===== config.mk =====
export PLATFORM = sky130hd
export DESIGN_NAME = integer_to_roman_encoder_core_flat
export DESIGN_NICKNAME = d
export VERILOG_FILES = /design/src/rtr_pkg.sv /design/src/rtr_in_if.sv /design/src/rtr_out_if.sv /design/src/rtr_ucode_rom.sv /design/src/rtr_sequencer.sv /design/src/rtr_datapath.sv /design/src/integer_to_roman_encoder_core.sv /design/src/flat_wrapper.sv
export SDC_FILE = /design/constraint.sdc
export NUM_CORES = 1
export LEC_CHECK = 0
export ABC_AREA = 1
export BUFFER_PORTS_ARGS = -buffer_cell sky130_fd_sc_hd__buf_2
export CAP_MARGIN = 30
export CORE_MARGIN = 2
export CORE_UTILIZATION = 55
export CTS_CLUSTER_DIAMETER = 60
export DETAILED_ROUTE_END_ITERATION = 16
export HOLD_SLACK_MARGIN = 0.12
export PLACE_DENSITY = 0.77
export SYNTH_ARGS = -nofsm -noshare
export SYNTH_HDL_FRONTEND = slang
export SYNTH_SLANG_ARGS = --single-unit
export TNS_END_PERCENT = 1

===== constraint.sdc =====
create_clock -name clk_i -period 10.5 [get_ports clk_i]
set_clock_uncertainty 0.15 [all_clocks]
set_input_delay 1.05 -clock clk_i [delete_from_list [all_inputs] [get_ports clk_i]]
set_output_delay 1.05 -clock clk_i [all_outputs]
set_load 0.005 [all_outputs]

===== src/rtr_pkg.sv =====
// Roman numeral encoder: shared types, widths and letter codes.
// No dependencies; used by every other file of the block.
`timescale 1ns / 1ps

package rtr_pkg;

  localparam int unsigned NumW = 12;
  localparam int unsigned SymW = 7;
  localparam int unsigned ValW = 10;
  localparam int unsigned PcW  = 5;

  localparam logic [NumW-1:0] MaxValid = 12'd3999;

  localparam logic [SymW-1:0] ChI = 7'h49;
  localparam logic [SymW-1:0] ChV = 7'h56;
  localparam logic [SymW-1:0] ChX = 7'h58;
  localparam logic [SymW-1:0] ChL = 7'h4C;
  localparam logic [SymW-1:0] ChC = 7'h43;
  localparam logic [SymW-1:0] ChD = 7'h44;
  localparam logic [SymW-1:0] ChM = 7'h4D;

  // LOOP: emit and subtract while rest >= value, else fall through.
  // PAIR_HI: emit first letter of a subtractive pair, else skip the pair.
  // PAIR_LO: emit second letter and subtract.
  typedef enum logic [1:0] {
    OP_LOOP,
    OP_PAIR_HI,
    OP_PAIR_LO
  } op_e;

  typedef struct packed {
    op_e             op;
    logic [ValW-1:0] value;
    logic [SymW-1:0] letter;
  } uword_t;

  typedef struct packed {
    logic            load;
    logic            emit;
    logic            sub;
    logic [ValW-1:0] value;
    logic [SymW-1:0] letter;
  } ctl_t;

  typedef struct packed {
    logic ge;
    logic zero;
    logic num_ok;
    logic out_free;
  } stat_t;

endpackage


===== src/rtr_in_if.sv =====
// Request channel of the Roman numeral encoder: valid/ready plus number.
// Depends on rtr_pkg.
`timescale 1ns / 1ps

interface rtr_in_if;
  logic                      valid;
  logic                      ready;
  logic [rtr_pkg::NumW-1:0]  number_in;

  modport source (output valid, output number_in, input ready);
  modport sink   (input valid, input number_in, output ready);
endinterface


===== src/rtr_out_if.sv =====
// Result channel of the Roman numeral encoder: one letter per result beat.
// Depends on rtr_pkg.
`timescale 1ns / 1ps

interface rtr_out_if;
  logic                      valid;
  logic                      ready;
  logic [rtr_pkg::SymW-1:0]  symbol;
  logic                      last;
  logic                      error;

  modport source (output valid, output symbol, output last, output error, input ready);
  modport sink   (input valid, input symbol, input last, input error, output ready);
endinterface


===== src/rtr_ucode_rom.sv =====
// Microcode store: one control word per program step of the greedy conversion.
// Depends on rtr_pkg.
`timescale 1ns / 1ps

module rtr_ucode_rom (
  input  logic [rtr_pkg::PcW-1:0] pc_i,
  output rtr_pkg::uword_t         uword_o
);

  always_comb begin
    unique case (pc_i)
      5'd0:    uword_o = '{rtr_pkg::OP_LOOP,    10'd1000, rtr_pkg::ChM};
      5'd1:    uword_o = '{rtr_pkg::OP_PAIR_HI, 10'd900,  rtr_pkg::ChC};
      5'd2:    uword_o = '{rtr_pkg::OP_PAIR_LO, 10'd900,  rtr_pkg::ChM};
      5'd3:    uword_o = '{rtr_pkg::OP_LOOP,    10'd500,  rtr_pkg::ChD};
      5'd4:    uword_o = '{rtr_pkg::OP_PAIR_HI, 10'd400,  rtr_pkg::ChC};
      5'd5:    uword_o = '{rtr_pkg::OP_PAIR_LO, 10'd400,  rtr_pkg::ChD};
      5'd6:    uword_o = '{rtr_pkg::OP_LOOP,    10'd100,  rtr_pkg::ChC};
      5'd7:    uword_o = '{rtr_pkg::OP_PAIR_HI, 10'd90,   rtr_pkg::ChX};
      5'd8:    uword_o = '{rtr_pkg::OP_PAIR_LO, 10'd90,   rtr_pkg::ChC};
      5'd9:    uword_o = '{rtr_pkg::OP_LOOP,    10'd50,   rtr_pkg::ChL};
      5'd10:   uword_o = '{rtr_pkg::OP_PAIR_HI, 10'd40,   rtr_pkg::ChX};
      5'd11:   uword_o = '{rtr_pkg::OP_PAIR_LO, 10'd40,   rtr_pkg::ChL};
      5'd12:   uword_o = '{rtr_pkg::OP_LOOP,    10'd10,   rtr_pkg::ChX};
      5'd13:   uword_o = '{rtr_pkg::OP_PAIR_HI, 10'd9,    rtr_pkg::ChI};
      5'd14:   uword_o = '{rtr_pkg::OP_PAIR_LO, 10'd9,    rtr_pkg::ChX};
      5'd15:   uword_o = '{rtr_pkg::OP_LOOP,    10'd5,    rtr_pkg::ChV};
      5'd16:   uword_o = '{rtr_pkg::OP_PAIR_HI, 10'd4,    rtr_pkg::ChI};
      5'd17:   uword_o = '{rtr_pkg::OP_PAIR_LO, 10'd4,    rtr_pkg::ChV};
      default: uword_o = '{rtr_pkg::OP_LOOP,    10'd1,    rtr_pkg::ChI};
    endcase
  end

endmodule


===== src/rtr_sequencer.sv =====
// Step counter and jump logic: walks the microcode and drives the datapath.
// Depends on rtr_pkg and rtr_ucode_rom.
`timescale 1ns / 1ps

module rtr_sequencer (
  input  logic          clk_i,
  input  logic          rst_ni,
  input  logic          in_valid_i,
  output logic          in_ready_o,
  input  rtr_pkg::stat_t stat_i,
  output rtr_pkg::ctl_t  ctl_o
);

  logic [rtr_pkg::PcW-1:0] pc_q, pc_d;
  logic                    busy_q, busy_d;
  rtr_pkg::uword_t         uw;
  logic                    step;

  rtr_ucode_rom u_rom (
    .pc_i    (pc_q),
    .uword_o (uw)
  );

  assign in_ready_o = !busy_q && stat_i.out_free;
  assign step       = busy_q && stat_i.out_free;

  always_comb begin
    pc_d         = pc_q;
    busy_d       = busy_q;
    ctl_o.load   = in_valid_i && in_ready_o;
    ctl_o.emit   = 1'b0;
    ctl_o.sub    = 1'b0;
    ctl_o.value  = uw.value;
    ctl_o.letter = uw.letter;

    if (ctl_o.load) begin
      pc_d   = '0;
      busy_d = stat_i.num_ok;
    end else if (step) begin
      unique case (uw.op)
        rtr_pkg::OP_LOOP: begin
          if (stat_i.ge) begin
            ctl_o.emit = 1'b1;
            ctl_o.sub  = 1'b1;
            if (stat_i.zero) busy_d = 1'b0;
          end else begin
            pc_d = pc_q + rtr_pkg::PcW'(1);
          end
        end
        rtr_pkg::OP_PAIR_HI: begin
          if (stat_i.ge) begin
            ctl_o.emit = 1'b1;
            pc_d       = pc_q + rtr_pkg::PcW'(1);
          end else begin
            pc_d = pc_q + rtr_pkg::PcW'(2);
          end
        end
        rtr_pkg::OP_PAIR_LO: begin
          ctl_o.emit = 1'b1;
          ctl_o.sub  = 1'b1;
          pc_d       = pc_q + rtr_pkg::PcW'(1);
          if (stat_i.zero) busy_d = 1'b0;
        end
        default: begin
          busy_d = 1'b0;
        end
      endcase
    end
  end

  always_ff @(posedge clk_i or negedge rst_ni) begin
    if (!rst_ni) begin
      pc_q   <= '0;
      busy_q <= 1'b0;
    end else begin
      pc_q   <= pc_d;
      busy_q <= busy_d;
    end
  end

endmodule


===== src/rtr_datapath.sv =====
// Remainder register, compare/subtract unit and result register.
// Depends on rtr_pkg.
`timescale 1ns / 1ps

module rtr_datapath (
  input  logic                     clk_i,
  input  logic                     rst_ni,
  input  logic [rtr_pkg::NumW-1:0] number_i,
  input  rtr_pkg::ctl_t            ctl_i,
  output rtr_pkg::stat_t           stat_o,
  output logic                     out_valid_o,
  input  logic                     out_ready_i,
  output logic [rtr_pkg::SymW-1:0] symbol_o,
  output logic                     last_o,
  output logic                     error_o
);

  logic [rtr_pkg::NumW-1:0] rest_q;
  logic [rtr_pkg::NumW-1:0] value_ext;
  logic [rtr_pkg::NumW-1:0] diff;
  logic                     num_ok;
  logic                     out_valid_q;
  logic [rtr_pkg::SymW-1:0] symbol_q;
  logic                     last_q;
  logic                     error_q;
  logic                     err_load;

  assign value_ext = {{(rtr_pkg::NumW - rtr_pkg::ValW){1'b0}}, ctl_i.value};
  assign diff      = rest_q - value_ext;
  assign num_ok    = (number_i != '0) && (number_i <= rtr_pkg::MaxValid);
  assign err_load  = ctl_i.load && !num_ok;

  assign stat_o.ge       = rest_q >= value_ext;
  assign stat_o.zero     = diff == '0;
  assign stat_o.num_ok   = num_ok;
  assign stat_o.out_free = !out_valid_q || out_ready_i;

  always_ff @(posedge clk_i) begin
    if (ctl_i.load) begin
      rest_q <= number_i;
    end else if (ctl_i.sub) begin
      rest_q <= diff;
    end
  end

  always_ff @(posedge clk_i or negedge rst_ni) begin
    if (!rst_ni) begin
      out_valid_q <= 1'b0;
    end else if (ctl_i.emit || err_load) begin
      out_valid_q <= 1'b1;
    end else if (out_ready_i) begin
      out_valid_q <= 1'b0;
    end
  end

  always_ff @(posedge clk_i) begin
    if (err_load) begin
      symbol_q <= '0;
      last_q   <= 1'b1;
      error_q  <= 1'b1;
    end else if (ctl_i.emit) begin
      symbol_q <= ctl_i.letter;
      last_q   <= ctl_i.sub && stat_o.zero;
      error_q  <= 1'b0;
    end
  end

  assign out_valid_o = out_valid_q;
  assign symbol_o    = symbol_q;
  assign last_o      = last_q;
  assign error_o     = error_q;

endmodule


===== src/integer_to_roman_encoder_core.sv =====
// Roman numeral encoder top level: microcoded sequencer plus datapath.
// Depends on rtr_pkg, rtr_in_if, rtr_out_if, rtr_sequencer, rtr_datapath.
//
//   port    dir  payload                 role
//   req_i   in   number_in[11:0]         one integer per request
//   rsp_o   out  symbol[6:0] last error  one ASCII letter per beat
//
// One program step per cycle after the accepting edge, while the result register
// is free: each letter takes one step, each untaken test of the microcode one
// more (at most 12).
// Out-of-range numbers give their single error result in the cycle after acceptance.
// A new request is taken after the last letter, once the result register is free.
// Reset clears the step counter, busy flag and result valid; nothing else.
// A stalled result register stalls the sequencer.
`timescale 1ns / 1ps

module integer_to_roman_encoder_core (
  input  logic        clk_i,
  input  logic        rst_ni,
  rtr_in_if.sink      req_i,
  rtr_out_if.source   rsp_o
);

  rtr_pkg::ctl_t  ctl;
  rtr_pkg::stat_t stat;

  rtr_sequencer u_seq (
    .clk_i      (clk_i),
    .rst_ni     (rst_ni),
    .in_valid_i (req_i.valid),
    .in_ready_o (req_i.ready),
    .stat_i     (stat),
    .ctl_o      (ctl)
  );

  rtr_datapath u_dp (
    .clk_i       (clk_i),
    .rst_ni      (rst_ni),
    .number_i    (req_i.number_in),
    .ctl_i       (ctl),
    .stat_o      (stat),
    .out_valid_o (rsp_o.valid),
    .out_ready_i (rsp_o.ready),
    .symbol_o    (rsp_o.symbol),
    .last_o      (rsp_o.last),
    .error_o     (rsp_o.error)
  );

endmodule


===== src/flat_wrapper.sv =====
// flat-port wrapper written by rule: the top's interface ports become plain ports
module integer_to_roman_encoder_core_flat 
  (clk_i, rst_ni, req_i_valid, req_i_number_in, req_i_ready, rsp_o_valid, rsp_o_symbol, rsp_o_last, rsp_o_error, rsp_o_ready);
  rtr_in_if req_i_i ();
  rtr_out_if rsp_o_i ();
  input  logic clk_i;
  input  logic rst_ni;
  input wire logic [$bits(req_i_i.valid)-1:0] req_i_valid;
  input wire logic [$bits(req_i_i.number_in)-1:0] req_i_number_in;
  output wire logic [$bits(req_i_i.ready)-1:0] req_i_ready;
  output wire logic [$bits(rsp_o_i.valid)-1:0] rsp_o_valid;
  output wire logic [$bits(rsp_o_i.symbol)-1:0] rsp_o_symbol;
  output wire logic [$bits(rsp_o_i.last)-1:0] rsp_o_last;
  output wire logic [$bits(rsp_o_i.error)-1:0] rsp_o_error;
  input wire logic [$bits(rsp_o_i.ready)-1:0] rsp_o_ready;
  assign req_i_i.valid = req_i_valid;
  assign req_i_i.number_in = req_i_number_in;
  assign req_i_ready = req_i_i.ready;
  assign rsp_o_valid = rsp_o_i.valid;
  assign rsp_o_symbol = rsp_o_i.symbol;
  assign rsp_o_last = rsp_o_i.last;
  assign rsp_o_error = rsp_o_i.error;
  assign rsp_o_i.ready = rsp_o_ready;
  integer_to_roman_encoder_core u_core (.clk_i(clk_i), .rst_ni(rst_ni), .req_i(req_i_i), .rsp_o(rsp_o_i));
endmodule

Yosys cells after proc, flatten, opt, wreduce, memory -nomap -nowiden:

Memory sizes are Yosys's and may differ from the RTL's.
Index checks and enable logic that the tools add are counted.

* bits in registers: 28
* ROM bits: 544
* output and inout port bits: 11
* logic and storage cells: 58
* memories: 1

* $add $sub $neg: 3
* order comparisons: 2
* eq/ne operators: 5
* mux-type cells: 20
* reduce and logical (&&, ||, !) cells: 20

Memory list
* (no name shown): depth 32, bits a word 17, rd ports 1, clocked after Yosys merged registers in 0, write ports 0, RTL line rtr_ucode_rom.sv:11 `unique case (pc_i)`

Operators by type and width (number)
* 2-to-1 mux 12 bit: 2
* 2-to-1 mux 5 bit: 4
* one-hot mux 5 bit (3 select lines): 1
* greater-or-equal comparator 12 x 10 -> 1 bit: 1
* <= comparator 12 bit (second input constant): 1
* logical NOT 12 bit: 1
* nonzero test 12 bit: 1
* subtractor 12 x 10 -> 12 bit: 1
* 2-to-1 mux 1 bit: 7
* logical AND 1 bit: 6
* 2-to-1 mux 2 bit: 3
* one-hot mux 1 bit (3 select lines): 2
* AND reduction 3 bit: 2
* nonzero test 2 bit: 3
* adder 5 x 1 -> 5 bit (second input constant): 1
* adder 5 x 2 -> 5 bit (second input constant): 1
* nonzero test 4 bit: 1
* logical NOT 1 bit: 3
* inequality test 3 x 2 -> 1 bit (second input constant): 1
* inequality test 3 bit (second input constant): 1
* equality test 2 x 1 -> 1 bit (second input constant): 1
* equality test 2 bit (second input constant): 1
* logical NOT 2 bit: 1
* logical OR 1 bit: 2
* other kinds (2): 2

Longest topological paths before layout:

Gate-level depths: netlist of the first run.
An unclocked memory read counts as a cell.

* depth in word-level cells: 8
* gate-level depth with buffers: 21
* depth with buffers taken out: 21

Modules after synthesis:

Synthesis of the first run repeated with hierarchy kept, for this count alone.

* cells, all modules: 437
* area, all modules: 2743.9 µm²

By module, submodules not included
* rtr_datapath: times used 1, cells an instance 250, area each 1686.6 µm², sequential area each 565.5 µm²
* rtr_ucode_rom: times used 1, cells an instance 114, area each 584.3 µm², sequential area each 0.0 µm²
* rtr_sequencer: times used 1, cells an instance 73, area each 473.0 µm², sequential area each 150.1 µm²

Worst setup path after synthesis of the first run:

No wires, ideal clock.

* kind: reg-to-reg
* from: register u_core.u_seq.pc_q[0] (netlist bit)
* to: register u_core.u_dp.rest_q[0] (netlist bit) (enable)
* setup time: 0.398 ns
* arrival time: 3.366 ns
* data required time: 9.952 ns
* slack: 6.587 ns
* stages on the path, launching flop included: 17
* clock period less this slack: 3.913 ns
* cells stage by stage: dfrtp_1 -> ha_1 -> ha_1 -> or2_2 -> nand3_1 -> inv_1 -> fa_1 -> nand3b_1 -> nand2_1 -> nand2_2 -> nand3_1 -> nand2_2 -> nand2_2 -> nor2_4 -> inv_1 -> nand2_1 -> o21ai_0

* longest elaborated chain between the ends: 7
* elaborated cells on any way between the ends: 9
* classes of those cells: order compare (1); eq/ne (1); mux (4); reduce/logical (2); memory (1)

Ends and longest elaborated chain
* start, declared: RTL line rtr_sequencer.sv:14 `logic [rtr_pkg::PcW-1:0] pc_q, pc_d;`
* start signal, assigned: RTL line rtr_sequencer.sv:76 `pc_q <= pc_d;`
* memory (32 x 17 bit) *
* greater-or-equal comparator 12 x 10 -> 1 bit: RTL line rtr_datapath.sv:33 `assign stat_o.ge = rest_q >= value_ext;`
* 2-to-1 mux 2 bit: RTL line rtr_sequencer.sv:42 `if (stat_i.ge) begin`
* one-hot mux 1 bit (2 select lines) *: RTL line rtr_sequencer.sv:40 `unique case (uw.op)`
* 2-to-1 mux 2 bit *: RTL line rtr_sequencer.sv:39 `end else if (step) begin`
* 2-to-1 mux 2 bit *: RTL line rtr_sequencer.sv:36 `if (ctl_o.load) begin`
* nonzero test 2 bit (no line) *
* end signal, assigned: RTL line rtr_datapath.sv:40 `rest_q <= number_i;`
* end signal, assigned: RTL line rtr_datapath.sv:42 `rest_q <= diff;`
* end, declared: RTL line rtr_datapath.sv:18 `logic [rtr_pkg::NumW-1:0] rest_q;`

Every way passes the cells marked *; elsewhere a longest branch is shown, timed or not.
A chain may end at the register's enable or synchronous reset.

Final worst setup path of the first run:

* from: register u_core.u_seq.pc_q[1] (netlist bit)
* to: register u_core.u_dp.rest_q[1] (netlist bit) (enable)

The elaborated chain is that of the path after synthesis.

==> out/summary.txt, run 1 <==
area of all sequential standard cells: 696 µm²
root buffer selected by CTS: sky130_fd_sc_hd__clkbuf_8
growth of design area from synthesis to finish: 6.43%
EDFF count, synth: 12
number of antenna violations at the first check in global routing: 0
Die Area: 0.00534 mm²
required time at the endpoint of the critical path: 10330 ps
register bit count reported by yosys: 27
worst hold path startpoint: u_core.u_dp.error_o
Synth Warn #: 0
sort of element at the start of the critical path: flop
total grt overflow: 0
cell count after synthesis: 389
wire length of the first global-routing pass: 10.9 mm
sequential cell area fraction in the yosys report: 26.5%
simple-gate share of the synthesized area: 37.4%
via count of the first global-routing pass: 2337
hold bufs inserted after CTS: 0
multiplexer area fraction after synthesis: 0%
maximum number of pins on one net before global-route repair: 21
clock net sink count: 27
critical path class: reg -> reg
Slew Limit Fails: 0
antenna cell count: 0
area fraction in compound gates after synthesis: 13.0%
wire length after detailed routing: 6.71 mm
Worst Setup SP: u_core.u_seq.pc_q[1]
DR WL/cell: 14.4 µm
Avg Synthesized Cell Area: 6.75 µm²
worst reg2reg path startpoint: u_core.u_seq.pc_q[1]
crit share post-route: 34.8%
post-layout minimum cycle time: 3660 ps
Detailed Routing Iterations Pass 1: 5
total negative slack: 0 ps
most common flop cell mapped by yosys: sky130_fd_sc_hd__edfxtp_1
clock transition at the registers of the reported paths: 90 ps
post-DP HPWL: 5.41 mm
most common cell after layout, fill and taps aside: sky130_fd_sc_hd__nand2_1
CTS buffer count: 3
setup repair after global routing missed its margin: no
fraction of synthesized cell area in xor and xnor cells: 1.33%
Std-Cell Rows: 25
DRC marker count from the first detailed-route iteration: 192
maximum capacitance violations: 0
post-synthesis async set-or-reset flop share: 25.9%
Worst Path Arrival: 3490 ps
number of vias after detailed routing: 2553
tightest slew margin relative to the limit: 57.2%
die width: 73.1 µm
total global routing track utilization: 26.3%
area of the core: 0.00466 mm²
Final GP Congestion: 0.955
count of pins on the block boundary: 27
type of the worst min-delay path: reg -> reg
CTS tree: done
number of remaining DRC errors: 0
clock latency of the later-clocked register in the worst-skew pair: 280 ps
number of post-CTS setup repair buffers: 0
combined area of the multi-input logic cells: 0.00165 mm²
maximum level of the CTS H-tree: 1
Final Hold Violating Endpoints: 0
mean number of vias per cell: 5.49
count of nets after finishing: 450
Post-Syn Nets: 427
layout cell share with drive strength beyond 1: 13.9%
remaining antenna violation count after routing: 0
count of different cell masters after synthesis: 42
most used cells in the layout excluding fill and tap cells: sky130_fd_sc_hd__nand2_1 (127), sky130_fd_sc_hd__inv_1 (46), sky130_fd_sc_hd__nor2_1 (33)
highest fanout seen on the critical path: 12
count of input and output buffers: 25
maximum count of clock buffers along a single path: 2
combinational family with the most area after synthesis: simple AND/OR/NAND/NOR gates
Resized cells post-CTS: 0
adder-cell share of the synthesized area: 10.8%
DIE HEIGHT: 73.1 µm
status: completed
post-synth design cell area: 0.00263 mm²
Highest Clock Rate: 273 MHz
critical path endpoint category: flop
Worst-Margin Slew: 635 ps
total setup violations reported at the end of the flow: 0
effective utilization at floorplan: 56.3%
fill cell instance count of the final layout: 473
[per-stage QoR]
step                instance area (µm²)  util (%)  hold slack, ps  worst slack (ps)  instances
floorplan                          2630         -             292              6590        389
global placement                   2750      59.0             278              6930        461
detailed placement                 2750      59.0             281              6860        461
CTS                                2800      60.0             301              6830        465
global route                       2800      60.0             343              6560        465
finish                             2800      60.0             300              6840        465
[Yosys cell counts (2+ instances only)]
library cell               count  area share (%)
sky130_fd_sc_hd__a21oi_1      13             2.5
sky130_fd_sc_hd__a21oi_2       2            0.67
sky130_fd_sc_hd__a31oi_1       4            0.95
sky130_fd_sc_hd__buf_4         2            0.57
sky130_fd_sc_hd__clkbuf_8      3             1.6
sky130_fd_sc_hd__dfrtp_1       7             6.7
sky130_fd_sc_hd__dfxtp_1       8             6.1
sky130_fd_sc_hd__edfxtp_1     12              14
sky130_fd_sc_hd__ha_1         21              10
sky130_fd_sc_hd__inv_1        46             6.6
sky130_fd_sc_hd__inv_2         2            0.29
sky130_fd_sc_hd__inv_4         4            0.95
sky130_fd_sc_hd__nand2_1     127              18
sky130_fd_sc_hd__nand2_2       7             1.7
sky130_fd_sc_hd__nand3_1      24             4.6
sky130_fd_sc_hd__nand3b_1      6             1.7
sky130_fd_sc_hd__nand4_1       6             1.4
sky130_fd_sc_hd__nor2_1       33             4.7
sky130_fd_sc_hd__nor2_4        4             1.7
sky130_fd_sc_hd__nor3_1        3            0.57
sky130_fd_sc_hd__nor4_1        3            0.71
sky130_fd_sc_hd__o211ai_1      5             1.4
sky130_fd_sc_hd__o21ai_0      22             4.2
sky130_fd_sc_hd__o21ai_1       3            0.57
sky130_fd_sc_hd__or2_2         3            0.71
sky130_fd_sc_hd__xor2_1        3             1.0
[worst paths after layout]
path	endpoint	slack [ps]	cells past startpoint
setup / recovery	u_core.u_dp.rest_q[1]	6840	17
hold / removal	u_core.u_dp.error_o	300	2
setup reg to reg	u_core.u_dp.rest_q[1]	6840	17
hold reg to reg	u_core.u_dp.error_o	300	2
max in group asynchronous	u_core.u_seq.pc_q[4]	9580	1
min in group asynchronous	u_core.u_seq.busy_q	450	1
[metal layers]
| layer | GRT usage [%] | up-vias | share of wire (%) |
|---|---|---|---|
| li1 | - | 1309 | - |
| met1 | 37.6 | 1169 | 47 |
| met2 | 42.0 | 66 | 46 |
| met3 | 3.45 | 9 | 5.7 |
| met4 | 6.58 | 0 | 1.5 |
| met5 | 0 | - | 0 |
[registers in the layout, indices dropped and copies added (netlist names)]
name and flops:
u_core.u_dp.rest_q 12, u_core.u_dp.symbol_o 6, u_core.u_seq.pc_q 5, u_core.u_dp.error_o 1
u_core.u_dp.last_o 1, u_core.u_dp.out_valid_o 1, u_core.u_seq.busy_q 1
[worst max-delay path, stage by stage, from the launching register on]
cell and delay [ps]:
sky130_fd_sc_hd__dfrtp_1 500, sky130_fd_sc_hd__ha_1 290, sky130_fd_sc_hd__ha_1 220, sky130_fd_sc_hd__or2_2 270, sky130_fd_sc_hd__nand3_1 140, sky130_fd_sc_hd__inv_1 80, sky130_fd_sc_hd__fa_1 430, sky130_fd_sc_hd__nand3b_1 200
sky130_fd_sc_hd__nand2_1 150, sky130_fd_sc_hd__nand2_2 80, sky130_fd_sc_hd__nand3_1 90, sky130_fd_sc_hd__nand2_2 60, sky130_fd_sc_hd__nand2_2 140, sky130_fd_sc_hd__nor2_4 80, sky130_fd_sc_hd__inv_1 60, sky130_fd_sc_hd__nand2_1 50
sky130_fd_sc_hd__o21ai_0 140, sky130_fd_sc_hd__buf_4 230
[logic make-up (layout without fill, tap and decap cells)]
family          count (synthesis)  count (layout)
simple gates                  219             219
buf+inv                        61              83
compound gates                 55              55
flops                          27              27
fa+ha+maj                      22              22
xor+xnor                        4               4
other cells                     1               1
[final cells by class]
type | count | share of cell area [%]
clock buffer | 4 | 1.61
inverter | 53 | 7.48
multi-input combinational | 301 | 58.9
sequential | 27 | 24.9
tap | 54 | 2.42
timing repair buffer | 26 | 4.74
Power of run 1 is not shown: default switching activity piles up to over one toggle a cycle in this logic, so the estimate is an artifact.
==> run 2, diff against run 1 <==
- ABC_AREA: 1 -> 0
- clock period: 10.5 -> 3.7 ns (I/O delays scaled with it)
==> out/summary.txt, run 2 <==
status: completed (unchanged)
Std-Cell Rows: 24 (was 25)
DR WL/cell: 15.7 µm (was 14.4 µm)
most used cells in the layout excluding fill and tap cells: sky130_fd_sc_hd__nor2_1 (36), sky130_fd_sc_hd__nand2_1 (36), sky130_fd_sc_hd__buf_2 (25) (was sky130_fd_sc_hd__nand2_1 (127), sky130_fd_sc_hd__inv_1 (46), sky130_fd_sc_hd__nor2_1 (33))
total setup violations reported at the end of the flow: 0 (unchanged)
register bit count reported by yosys: 27 (unchanged)
total global routing track utilization: 26.0% (was 26.3%)
number of vias after detailed routing: 2414 (was 2553)
most common flop cell mapped by yosys: sky130_fd_sc_hd__edfxtp_1 (unchanged)
biggest area contributors in the synthesized netlist: sky130_fd_sc_hd__edfxtp_1 (14%), sky130_fd_sc_hd__ha_1 (11%), sky130_fd_sc_hd__dfrtp_1 (7.0%) (was sky130_fd_sc_hd__nand2_1 (18%), sky130_fd_sc_hd__edfxtp_1 (14%), sky130_fd_sc_hd__ha_1 (10%))
setup repair after global routing missed its margin: no (unchanged)
total grt overflow: 0 (unchanged)
number of remaining DRC errors: 0 (unchanged)
Final Hold Violating Endpoints: 0 (unchanged)
number of post-CTS setup repair buffers: 0 (unchanged)
summed area of non-filler cells in the final layout: 0.00293 mm² (was 0.00280 mm²)
sequential cell area fraction in the yosys report: 27.9% (was 26.5%)
count of pins on the block boundary: 27 (unchanged)
post-synthesis async set-or-reset flop share: 25.9% (unchanged)
critical path endpoint category: flop (unchanged)
maximum level of the CTS H-tree: 1 (unchanged)
effective utilization at floorplan: 57.2% (was 56.3%)
Post-Place Cell Area: 0.00281 mm² (was 0.00275 mm²)
Highest Clock Rate: 284 MHz (was 273 MHz)
EDFF count, synth: 12 (unchanged)
growth of design area from synthesis to finish: 17.6% (was 6.43%)
type of the worst min-delay path: in -> reg (was reg -> reg)
root buffer selected by CTS: sky130_fd_sc_hd__clkbuf_8 (unchanged)
mean number of vias per cell: 5.89 (was 5.49)
tightest slew margin relative to the limit: 59.7% (was 57.2%)
area of the core: 0.00435 mm² (was 0.00466 mm²)
Worst Path Arrival: 3600 ps (was 3490 ps)
count of different cell masters after synthesis: 56 (was 42)
DRC marker count from the first detailed-route iteration: 177 (was 192)
number of flip-flops in the largest register: 12 (unchanged)
number of antenna violations at the first check in global routing: 0 (unchanged)
remaining antenna violation count after routing: 0 (unchanged)
Final GP Congestion: 0.932 (was 0.955)
CTS tree: done (unchanged)
M3 GR Usage: 3.23% (was 3.45%)
crit share post-route: 95.2% (was 34.8%)
antenna cell count: 0 (unchanged)
sort of element at the start of the critical path: flop (unchanged)
maximum number of pins on one net before global-route repair: 18 (was 21)
Detailed Routing Iterations Pass 1: 4 (was 5)
peak-usage layer in the global routing report: met2 (unchanged)
maximum capacitance violations: 0 (unchanged)
clock latency of the later-clocked register in the worst-skew pair: 280 ps (about the same)
Die Area: 0.00508 mm² (was 0.00534 mm²)
fraction of synthesized cell area taken by the top area cell type: 14.5% (was 18.2%)
Avg Synthesized Cell Area: 7.83 µm² (was 6.75 µm²)
clock transition at the registers of the reported paths: 110 ps (was 90 ps)
Slew Limit Fails: 0 (unchanged)
Global Route met1 Usage: 36.2% (was 37.6%)
required time at the endpoint of the critical path: 3770 ps (was 10330 ps)
layout cell share with drive strength beyond 1: 20.7% (was 13.9%)
Post-Syn Nets: 356 (was 427)
DIE HEIGHT: 71.3 µm (was 73.1 µm)
Largest Register: u_core.u_dp.rest_q (unchanged)
Worst-Margin Slew: 599 ps (was 635 ps)
post-layout minimum cycle time: 3520 ps (was 3660 ps)
highest fanout seen on the critical path: 8 (was 12)
via count of the first global-routing pass: 2236 (was 2337)
maximum count of clock buffers along a single path: 2 (unchanged)
wire length of the first global-routing pass: 10.6 mm (was 10.9 mm)
count of input and output buffers: 25 (unchanged)
clock net sink count: 27 (unchanged)
post-synth design cell area: 0.00249 mm² (was 0.00263 mm²)
CTS buffer count: 3 (unchanged)
cell count after synthesis: 318 (was 389)
post-DP HPWL: 5.01 mm (was 5.41 mm)
critical path class: reg -> reg (unchanged)
count of nets after finishing: 397 (was 450)
list of most frequent post-synthesis cells: sky130_fd_sc_hd__nand2_1 (36), sky130_fd_sc_hd__nor2_1 (36), sky130_fd_sc_hd__o21ai_0 (27) (was sky130_fd_sc_hd__nand2_1 (127), sky130_fd_sc_hd__inv_1 (46), sky130_fd_sc_hd__nor2_1 (33))
wire length after detailed routing: 6.43 mm (was 6.71 mm)
Synth Warn #: 0 (unchanged)
top cell type by total area after synthesis: sky130_fd_sc_hd__edfxtp_1 (was sky130_fd_sc_hd__nand2_1)
die width: 71.3 µm (was 73.1 µm)
global-route met2 utilization: 42.9% (was 42.0%)
run 2: layout make-up:
class,count,area [µm²]
Clock inverter,1,6.26
Fill cell,369,1430
Sequential cell,27,697
Inverter,13,48.8
Timing Repair Buffer,51,335
Clock buffer,3,41.3
Multi-Input combinational cell,263,1740
Tap cell,52,65.1
run 2: timing repair:
action	in CTS	in global routing
gates resized for setup	3	15
endpoints found under the hold margin	7	0
pin swaps	0	2
cloned	0	0
endpoints found under the setup margin	3	15
hold buffers	1	0
run 2: worst paths after layout:
kind / start / end / slack [ps] / cells after the start
worst max-delay path: u_core.u_seq.pc_q[0] / u_core.u_dp.symbol_o[3] / 180 / 15
worst min-delay path: req_i_number_in[10] / u_core.u_dp.rest_q[10] / 220 / 3
worst max register to register: u_core.u_seq.pc_q[0] / u_core.u_dp.symbol_o[3] / 180 / 15
worst min register to register: u_core.u_dp.symbol_o[6] / u_core.u_dp.symbol_o[6] / 300 / 2
max in group asynchronous: rst_ni / u_core.u_seq.pc_q[2] / 2910 / 2
min in group asynchronous: rst_ni / u_core.u_seq.pc_q[1] / 300 / 2
run 2: metal layers:
| layer | wire (µm) | vias up | share of wire (%) |
|---|---|---|---|
| met5 | 0 | - | 0 |
| met4 | 80 | 0 | 1.2 |
| met3 | 345 | 8 | 5.4 |
| met2 | 3060 | 67 | 48 |
| met1 | 2940 | 1111 | 46 |
| li1 | - | 1228 | - |
run 2: worst max-delay path, stage by stage, from the launching register on:
cell and delay (ps):
sky130_fd_sc_hd__dfrtp_1 400, sky130_fd_sc_hd__buf_4 170, sky130_fd_sc_hd__ha_1 210, sky130_fd_sc_hd__ha_1 180, sky130_fd_sc_hd__nor2_1 90, sky130_fd_sc_hd__a21oi_1 50, sky130_fd_sc_hd__nand2_1 90, sky130_fd_sc_hd__inv_1 60
sky130_fd_sc_hd__fa_1 430, sky130_fd_sc_hd__nand2b_2 240, sky130_fd_sc_hd__a21oi_4 190, sky130_fd_sc_hd__o31ai_2 120, sky130_fd_sc_hd__a21o_1 210, sky130_fd_sc_hd__or2_1 320, sky130_fd_sc_hd__or3_1 410, sky130_fd_sc_hd__a21oi_1 140
run 2: logic make-up (layout without fill, tap and decap cells):
logic type                 after synthesis  in the layout  share of synthesized area, %
and+or+nand+nor                        137            137                          27.6
AOI/OAI and AO/OA                       81             81                          19.6
buffers and inverters                   28             68                          4.87
DFF                                     27             27                          27.9
adders and majority gates               22             22                          11.4
muxes                                   14             14                          5.73
xor gates and xnor gates                 8              8                          2.81
other                                    1              1                         0.151
run 2: through the flow:
step	cells	setup TNS (ps)	hold slack [ps]	util, %	setup WS, ps
2_1_floorplan	318	0	-75.6	-	60.8
3_3_place_gp	405	0	76.2	64.5	15.0
3_5_place_dp	405	-59.2	78.6	64.5	-51.8
4_1_cts	410	0	219	66.1	13.7
5_1_grt	410	0	221	67.3	4.71
6_report	410	0	220	67.3	177
Power of run 2 is left out for the same reason.
